===== src/design/mkvc_pkg.sv =====
`default_nettype none

package mkvc_pkg;

    localparam int CFG_W  = 5;
    localparam int KEY_W  = 32;
    localparam int DATA_W = 32;
    localparam int MODE_W = 2;

    localparam logic [CFG_W-1:0]  CAP_RESET = 5'd16;
    localparam logic [DATA_W-1:0] GET_MISS  = 32'hFFFF_FFFF;

    typedef enum logic [MODE_W-1:0] {
        MODE_INSERT   = 2'd0,
        MODE_GET      = 2'd1,
        MODE_CONTAINS = 2'd2,
        MODE_REMOVE   = 2'd3
    } t_mode;

endpackage

`default_nettype wire


===== src/design/mru_key_value_cache_core.sv =====
// an accepted input word passes through the input register and the result register to its result word
// throughput: one word per cycle unless the output stalls; lookup, rank update and slot choice are combinational
// a full output register that is not taken stalls the input register, which, when full, stalls the input side
// reset (i_rst_n low, synchronous): valid map and occupancy cleared, capacity set to 16,
// pipeline emptied; key, data and rank storage are not reset
`default_nettype none

module mru_key_value_cache_core #(
    parameter int ENTRIES = 16
) (
    input  wire logic                          i_clk,
    input  wire logic                          i_rst_n,
    // configuration: capacity
    input  wire logic                          i_cfg_wr_en,
    input  wire logic [mkvc_pkg::CFG_W-1:0]    i_cfg_wr_data,
    // input stream
    input  wire logic                          i_s_axis_tvalid,
    output logic                               o_s_axis_tready,
    input  wire logic [63:0]                   i_s_axis_tdata,   // key[31:0], value[63:32]
    input  wire logic [mkvc_pkg::MODE_W-1:0]   i_s_axis_tuser,   // mode[1:0]
    // result stream
    output logic                               o_m_axis_tvalid,
    input  wire logic                          i_m_axis_tready,
    output logic [mkvc_pkg::DATA_W-1:0]        o_m_axis_tdata,   // read_value[31:0]
    output logic                               o_m_axis_tuser    // found[0]
);

    localparam int IW    = $clog2(ENTRIES);
    localparam int CNT_W = $clog2(ENTRIES + 1);
    localparam int CMP_W = (CNT_W > mkvc_pkg::CFG_W) ? CNT_W : mkvc_pkg::CFG_W;
    localparam int KW    = mkvc_pkg::KEY_W;
    localparam int DW    = mkvc_pkg::DATA_W;

    // configuration
    logic [mkvc_pkg::CFG_W-1:0] r_capacity;

    // input register
    logic                r_in_valid;
    mkvc_pkg::t_mode     r_in_mode;
    logic [KW-1:0]       r_in_key;
    logic [DW-1:0]       r_in_value;

    // entry table
    logic [ENTRIES-1:0]  r_valid, n_valid;
    logic [KW-1:0]       r_key  [ENTRIES];
    logic [KW-1:0]       n_key  [ENTRIES];
    logic [DW-1:0]       r_data [ENTRIES];
    logic [DW-1:0]       n_data [ENTRIES];
    logic [IW-1:0]       r_rank [ENTRIES];
    logic [IW-1:0]       n_rank [ENTRIES];
    logic [CNT_W-1:0]    r_occ, n_occ;

    // result register
    logic                r_out_valid;
    logic                r_out_found;
    logic [DW-1:0]       r_out_data;
    logic                n_out_found;
    logic [DW-1:0]       n_out_data;

    // lookup
    logic [ENTRIES-1:0]  hit_vec;
    logic                hit;
    logic [IW-1:0]       hit_idx;
    logic [IW-1:0]       hit_rank;
    logic [DW-1:0]       hit_data;
    logic                free_found;
    logic [IW-1:0]       free_idx;
    logic                victim_found;
    logic [IW-1:0]       victim_idx;
    logic [CMP_W-1:0]    cap_ext;
    logic [CMP_W-1:0]    eff_cap;
    logic                full;

    logic                advance;
    logic                do_proc;
    logic                in_accept;

    assign advance         = !r_out_valid || i_m_axis_tready;
    assign do_proc         = r_in_valid && advance;
    assign o_s_axis_tready = !r_in_valid || advance;
    assign in_accept       = i_s_axis_tvalid && o_s_axis_tready;

    assign o_m_axis_tvalid = r_out_valid;
    assign o_m_axis_tdata  = r_out_data;
    assign o_m_axis_tuser  = r_out_found;

    // parallel key compare; valid keys are unique so the hit vector has at most one bit set
    always_comb begin
        hit_rank = '0;
        hit_data = '0;
        hit_idx  = '0;
        for (int i = 0; i < ENTRIES; i++) begin
            hit_vec[i] = r_valid[i] && (r_key[i] == r_in_key);
            hit_rank   = hit_rank | (r_rank[i] & {IW{hit_vec[i]}});
            hit_data   = hit_data | (r_data[i] & {DW{hit_vec[i]}});
            if (hit_vec[i]) begin
                hit_idx = IW'(i);
            end
        end
        hit = |hit_vec;
    end

    // lowest free slot and the most recent entry
    always_comb begin
        free_found   = 1'b0;
        free_idx     = '0;
        victim_found = 1'b0;
        victim_idx   = '0;
        for (int i = ENTRIES - 1; i >= 0; i--) begin
            if (!r_valid[i]) begin
                free_found = 1'b1;
                free_idx   = IW'(i);
            end
            if (r_valid[i] && (r_rank[i] == '0)) begin
                victim_found = 1'b1;
                victim_idx   = IW'(i);
            end
        end
    end

    // capacity clamped to 1..ENTRIES
    always_comb begin
        cap_ext = CMP_W'(r_capacity);
        if (cap_ext == '0) begin
            eff_cap = CMP_W'(1);
        end else if (cap_ext > CMP_W'(ENTRIES)) begin
            eff_cap = CMP_W'(ENTRIES);
        end else begin
            eff_cap = cap_ext;
        end
        full = CMP_W'(r_occ) >= eff_cap;
    end

    // table update
    always_comb begin
        n_valid = r_valid;
        n_key   = r_key;
        n_data  = r_data;
        n_rank  = r_rank;
        n_occ   = r_occ;
        if (do_proc) begin
            case (r_in_mode)
                mkvc_pkg::MODE_INSERT: begin
                    if (hit) begin
                        n_data[hit_idx] = r_in_value;
                        for (int i = 0; i < ENTRIES; i++) begin
                            if (r_valid[i] && (r_rank[i] < hit_rank)) begin
                                n_rank[i] = r_rank[i] + 1'b1;
                            end
                        end
                        n_rank[hit_idx] = '0;
                    end else if (full) begin
                        // most recent entry gives up its slot, its rank stays 0
                        if (victim_found) begin
                            n_key[victim_idx]  = r_in_key;
                            n_data[victim_idx] = r_in_value;
                        end
                    end else if (free_found) begin
                        for (int i = 0; i < ENTRIES; i++) begin
                            if (r_valid[i]) begin
                                n_rank[i] = r_rank[i] + 1'b1;
                            end
                        end
                        n_valid[free_idx] = 1'b1;
                        n_key[free_idx]   = r_in_key;
                        n_data[free_idx]  = r_in_value;
                        n_rank[free_idx]  = '0;
                        n_occ             = r_occ + 1'b1;
                    end
                end
                mkvc_pkg::MODE_GET: begin
                    if (hit) begin
                        for (int i = 0; i < ENTRIES; i++) begin
                            if (r_valid[i] && (r_rank[i] < hit_rank)) begin
                                n_rank[i] = r_rank[i] + 1'b1;
                            end
                        end
                        n_rank[hit_idx] = '0;
                    end
                end
                mkvc_pkg::MODE_REMOVE: begin
                    if (hit) begin
                        n_valid[hit_idx] = 1'b0;
                        for (int i = 0; i < ENTRIES; i++) begin
                            if (r_valid[i] && (r_rank[i] > hit_rank)) begin
                                n_rank[i] = r_rank[i] - 1'b1;
                            end
                        end
                        if (r_occ != '0) begin
                            n_occ = r_occ - 1'b1;
                        end
                    end
                end
                default: begin
                end
            endcase
        end
    end

    // result word
    always_comb begin
        n_out_found = hit;
        n_out_data  = '0;
        if (r_in_mode == mkvc_pkg::MODE_GET) begin
            n_out_data = hit ? hit_data : mkvc_pkg::GET_MISS;
        end
    end

    // control registers
    always_ff @(posedge i_clk) begin
        if (!i_rst_n) begin
            r_capacity  <= mkvc_pkg::CAP_RESET;
            r_in_valid  <= 1'b0;
            r_out_valid <= 1'b0;
            r_valid     <= '0;
            r_occ       <= '0;
        end else begin
            if (i_cfg_wr_en) begin
                r_capacity <= i_cfg_wr_data;
            end
            if (o_s_axis_tready) begin
                r_in_valid <= i_s_axis_tvalid;
            end
            if (advance) begin
                r_out_valid <= r_in_valid;
            end
            r_valid <= n_valid;
            r_occ   <= n_occ;
        end
    end

    // payload registers
    always_ff @(posedge i_clk) begin
        if (in_accept) begin
            r_in_mode  <= mkvc_pkg::t_mode'(i_s_axis_tuser);
            r_in_key   <= i_s_axis_tdata[KW-1:0];
            r_in_value <= i_s_axis_tdata[KW+DW-1:KW];
        end
        if (do_proc) begin
            r_out_found <= n_out_found;
            r_out_data  <= n_out_data;
        end
        r_key  <= n_key;
        r_data <= n_data;
        r_rank <= n_rank;
    end

endmodule

`default_nettype wire


===== config.mk =====
export PLATFORM = sky130hd
export DESIGN_NAME = mru_key_value_cache_core
export DESIGN_NICKNAME = d
export VERILOG_FILES = /design/src/design/mkvc_pkg.sv /design/src/design/mru_key_value_cache_core.sv
export SDC_FILE = /design/constraint.sdc
export NUM_CORES = 2
export LEC_CHECK = 0
export BUFFER_PORTS_ARGS = -buffer_cell sky130_fd_sc_hd__buf_2
export CAP_MARGIN = 20
export CORE_ASPECT_RATIO = 0.6
export CORE_MARGIN = 5
export CORE_UTILIZATION = 59
export CTS_CLUSTER_SIZE = 14
export DETAILED_ROUTE_END_ITERATION = 10
export PLACE_DENSITY = 0.76
export SYNTH_ARGS = -nofsm -noshare
export SYNTH_HDL_FRONTEND = slang
export SYNTH_SLANG_ARGS = --single-unit

===== constraint.sdc =====
create_clock -name i_clk -period 12.4 [get_ports i_clk]
set_clock_uncertainty 0.2 [all_clocks]
set_input_delay 0 -clock i_clk [delete_from_list [all_inputs] [get_ports i_clk]]
set_output_delay 0 -clock i_clk [all_outputs]
set_load 0.05 [all_outputs]

==> load_flow_metrics.sql <==
INSERT INTO impl_metrics (metric_group, metric, value, unit) VALUES
('timing', 'setup_viol', '0', ''),
('timing', 'clock.fmax', '0.139', 'GHz'),
('timing', 'period_minus_slack', '7.22', 'ns'),
('cells_and_area', 'final_util', '66.7', '%'),
('critical_path', 'timing.critical_path.required', '12.61', 'ns'),
('synthesis', 'synth.distinct_cells', '90', ''),
('grt', 'grt_start_max_net_pins', '53', ''),
('power', 'sequentialPowerShare', '54.0', '%'),
('die', 'die_span_y', '263', 'um'),
('drt', 'post_drt_via_cell_ratio', '6.69', ''),
('clock_network', 'post-cts-setup-buffer-count', '0', ''),
('clock_network', 'path_clk_slew', '0.07', 'ns'),
('synthesis', 'ys_ff_latch', '1215', ''),
('power', 'power_frac_clock', '39.8', '%'),
('synthesis', 'synth-main-ff-cell', 'sky130_fd_sc_hd__edfxtp_1', ''),
('power', 'cell_internal_pwr', '6.47', 'mW'),
('place', 'worst_slack_placed', '5.46', 'ns'),
('power', 'power_density', '120', 'mW/mm^2'),
('clock_network', 'cts_buffers', '109', ''),
('synthesis', 'post_synth_fa_ha_maj_area_fraction', '2.35', '%'),
('grt', 'gr-total-overflow', '0', ''),
('synthesis', 'synth_seq_area_share', '57.5', '%'),
('drt', 'drt-pass1-iter-count', '6', ''),
('synthesis', 'mappedNetlistNets', '5453', ''),
('power', 'switching_share', '23.2', '%'),
('clock_network', 'cts.sink_count', '1215', ''),
('place', 'post-dp-hpwl', '135000', 'um'),
('synthesis', 'share_of_the_synthesized_area_in_compound_gates_ao_oa_aoi_oai', '8.73', '%'),
('grt', 'grt_pass1_vias', '43300', ''),
('clock_network', 'clk_latency', '0.75', 'ns'),
('die', 'placeable_core_region', '0.105', 'sq mm'),
('grt', 'antenna_found_initial', '6', ''),
('cells_and_area', 'area_delta_synth_final', '11.7', '%'),
('critical_path', 'start_kind', 'register', ''),
('synthesis', 'synth_top_area_cell', 'sky130_fd_sc_hd__edfxtp_1', ''),
('cells_and_area', 'finish.net_count', '5598', ''),
('power', 'worst_ir_drop_vdd', '0.000128', 'V'),
('power', 'combinationalPowerShare', '6.2', '%'),
('critical_path', 'timing.critical_path.fanout_max', '36', ''),
('critical_path', 'kind_of_critical_path', 'register to register', ''),
('synthesis', 'synth_simple_gate_area_share', '19.4', '%'),
('timing', 'smallest_hold_slack', '0.0820', 'ns'),
('clock_network', 'root_buffer', 'sky130_fd_sc_hd__clkbuf_16', ''),
('clock_network', 'postCtsResizedCells', '0', ''),
('die', 'initial_utilization', '59.7', '%'),
('drt', 'num_vias', '46200', ''),
('die', 'dieWidth', '432', 'um'),
('timing', 'finalMaxSlewViolations', '0', ''),
('drt', 'drtAntennaViolNets', '0', ''),
('die', 'rows', '92', ''),
('flow_run', 'max_cap_violations', '0', ''),
('critical_path', 'crit_path_end_kind', 'register', ''),
('run_status', 'outcome', 'completed', ''),
('synthesis', 'synthesis.area_per_instance', '11.9', 'sq um'),
('timing', 'post-route-period-util', '58.2', '%'),
('min_path', 'hold_class', 'input port to register', ''),
('synthesis', 'syn-cell-area', '0.0629', 'sq mm'),
('grt', 'grt_first_pass_wirelength', '301000', 'um'),
('place', 'port_buffer_count', '110', ''),
('drt', 'post_drt_wl_per_cell', '30.1', 'um'),
('power', 'power.leakage', '25.4', 'nW'),
('cells_and_area', 'mostFrequentLayoutCell', 'sky130_fd_sc_hd__edfxtp_1', ''),
('grt', 'grt_usage', '36.0', '%'),
('die', 'pin_count', '111', ''),
('clock_network', 'ctsHoldBuffers', '161', ''),
('synthesis', 'synth_top_family_by_area', 'simple AND/OR/NAND/NOR gates', ''),
('timing', 'worst-slew-pin-transition', '1.21', 'ns'),
('synthesis', 'synth_edf_count', '1187', ''),
('synthesis', 'yosysWarnings', '0', ''),
('cells_and_area', 'final_cell_mix', 'sky130_fd_sc_hd__edfxtp_1, sky130_fd_sc_hd__and2_1, sky130_fd_sc_hd__nor2b_1', ''),
('timing', 'worst_case_setup_margin_in_the_final_layout', '5.18', 'ns');
-- worst max-delay path: stages (launching register included) --
cell and delay [ns]:
sky130_fd_sc_hd__edfxtp_1 0.60, sky130_fd_sc_hd__buf_4 0.29, sky130_fd_sc_hd__buf_4 0.34, sky130_fd_sc_hd__xor2_1 0.14, sky130_fd_sc_hd__or4b_1 0.52, sky130_fd_sc_hd__nor4_1 0.51
sky130_fd_sc_hd__and3_2 0.35, sky130_fd_sc_hd__buf_4 0.60, sky130_fd_sc_hd__o311ai_2 0.20, sky130_fd_sc_hd__a21oi_2 0.48, sky130_fd_sc_hd__nand2_1 0.30, sky130_fd_sc_hd__nor4_4 0.56
sky130_fd_sc_hd__o21bai_4 0.25, sky130_fd_sc_hd__buf_4 0.42, sky130_fd_sc_hd__nor2b_4 0.60, sky130_fd_sc_hd__buf_4 0.43
-- cell type report --
class	instances	area, sq um	share of cell area (%)
multi-input cells	3561	25100	35.7
inverters	99	372	0.528
well taps	1410	1760	2.51
diodes	2	5.00	0.00712
clock buffers	142	2880	4.10
repair buffers	431	3450	4.91
clock inverters	53	498	0.708
flip-flops and latches	1215	36200	51.5
-- worst paths after layout --
kind | start | endpoint | slack (ns) | depth (start not counted)
setup / recovery | r_in_key[11] | r_data[402] | 5.18 | 15
hold reg to reg | r_occ[2] | r_occ[2] | 0.31 | 2
setup reg to reg | r_in_key[11] | r_data[402] | 5.18 | 15
hold / removal | i_rst_n | r_valid[0] | 0.08 | 4
-- per-stage QoR --
step	power, mW	cells	area [sq um]
5_1_grt	8.63	6912	70300
6_report	8.42	6913	70300
3_3_place_gp	5.09	6544	65100
4_1_cts	8.40	6906	70300
2_1_floorplan	4.92	5272	62900
3_5_place_dp	5.10	6550	65300
-- routing by layer --
layer	routed length (um)	global-route usage (%)	share of wire (%)
met1	86900	56.2	42
met3	37100	15.7	18
met4	4490	7.23	2.2
met2	79500	45.9	38
met5	350	1.01	0.17
-- logic make-up (layout without fill, tap and decap cells) --
group                      count (synthesis)  after routing
AOI/OAI and AO/OA                        761            761
xor gates and xnor gates                 592            592
adders and majority gates                120            120
buffers and inverters                    496            725
DFF                                     1215           1215
muxes                                     27             27
other                                      0              2
and+or+nand+nor                         2061           2061
-- cell usage after synthesis, drive strengths merged (97+ instances only) --
cell type / count
nand4: 143
xor2: 254
xnor2: 338
clkbuf: 267
edfxtp: 1187
nor2: 191
ha: 104
buf: 130
a21oi: 142
nor2b: 532
a22oi: 148
inv: 97
nand2: 158
and2: 521
nand3: 128
-- power groups by stage --
stage,Combinational (mW),Clock (mW),Sequential (mW)
2_1_floorplan,0.305,0,4.61
3_3_place_gp,0.454,0,4.63
3_5_place_dp,0.462,0,4.63
4_1_cts,0.503,3.35,4.55
5_1_grt,0.547,3.53,4.55
6_report,0.521,3.35,4.55
-- state kept, by name, indices dropped and copies added, names as in the netlist, 2 cells and up --
signal,cells
r_in_value,32
cap_ext,5
o_m_axis_tdata,32
r_in_mode,2
r_data,512
r_occ,5
r_key,512
r_valid,16
r_rank,64
r_in_key,32
Power figures use the tool's default switching activity.
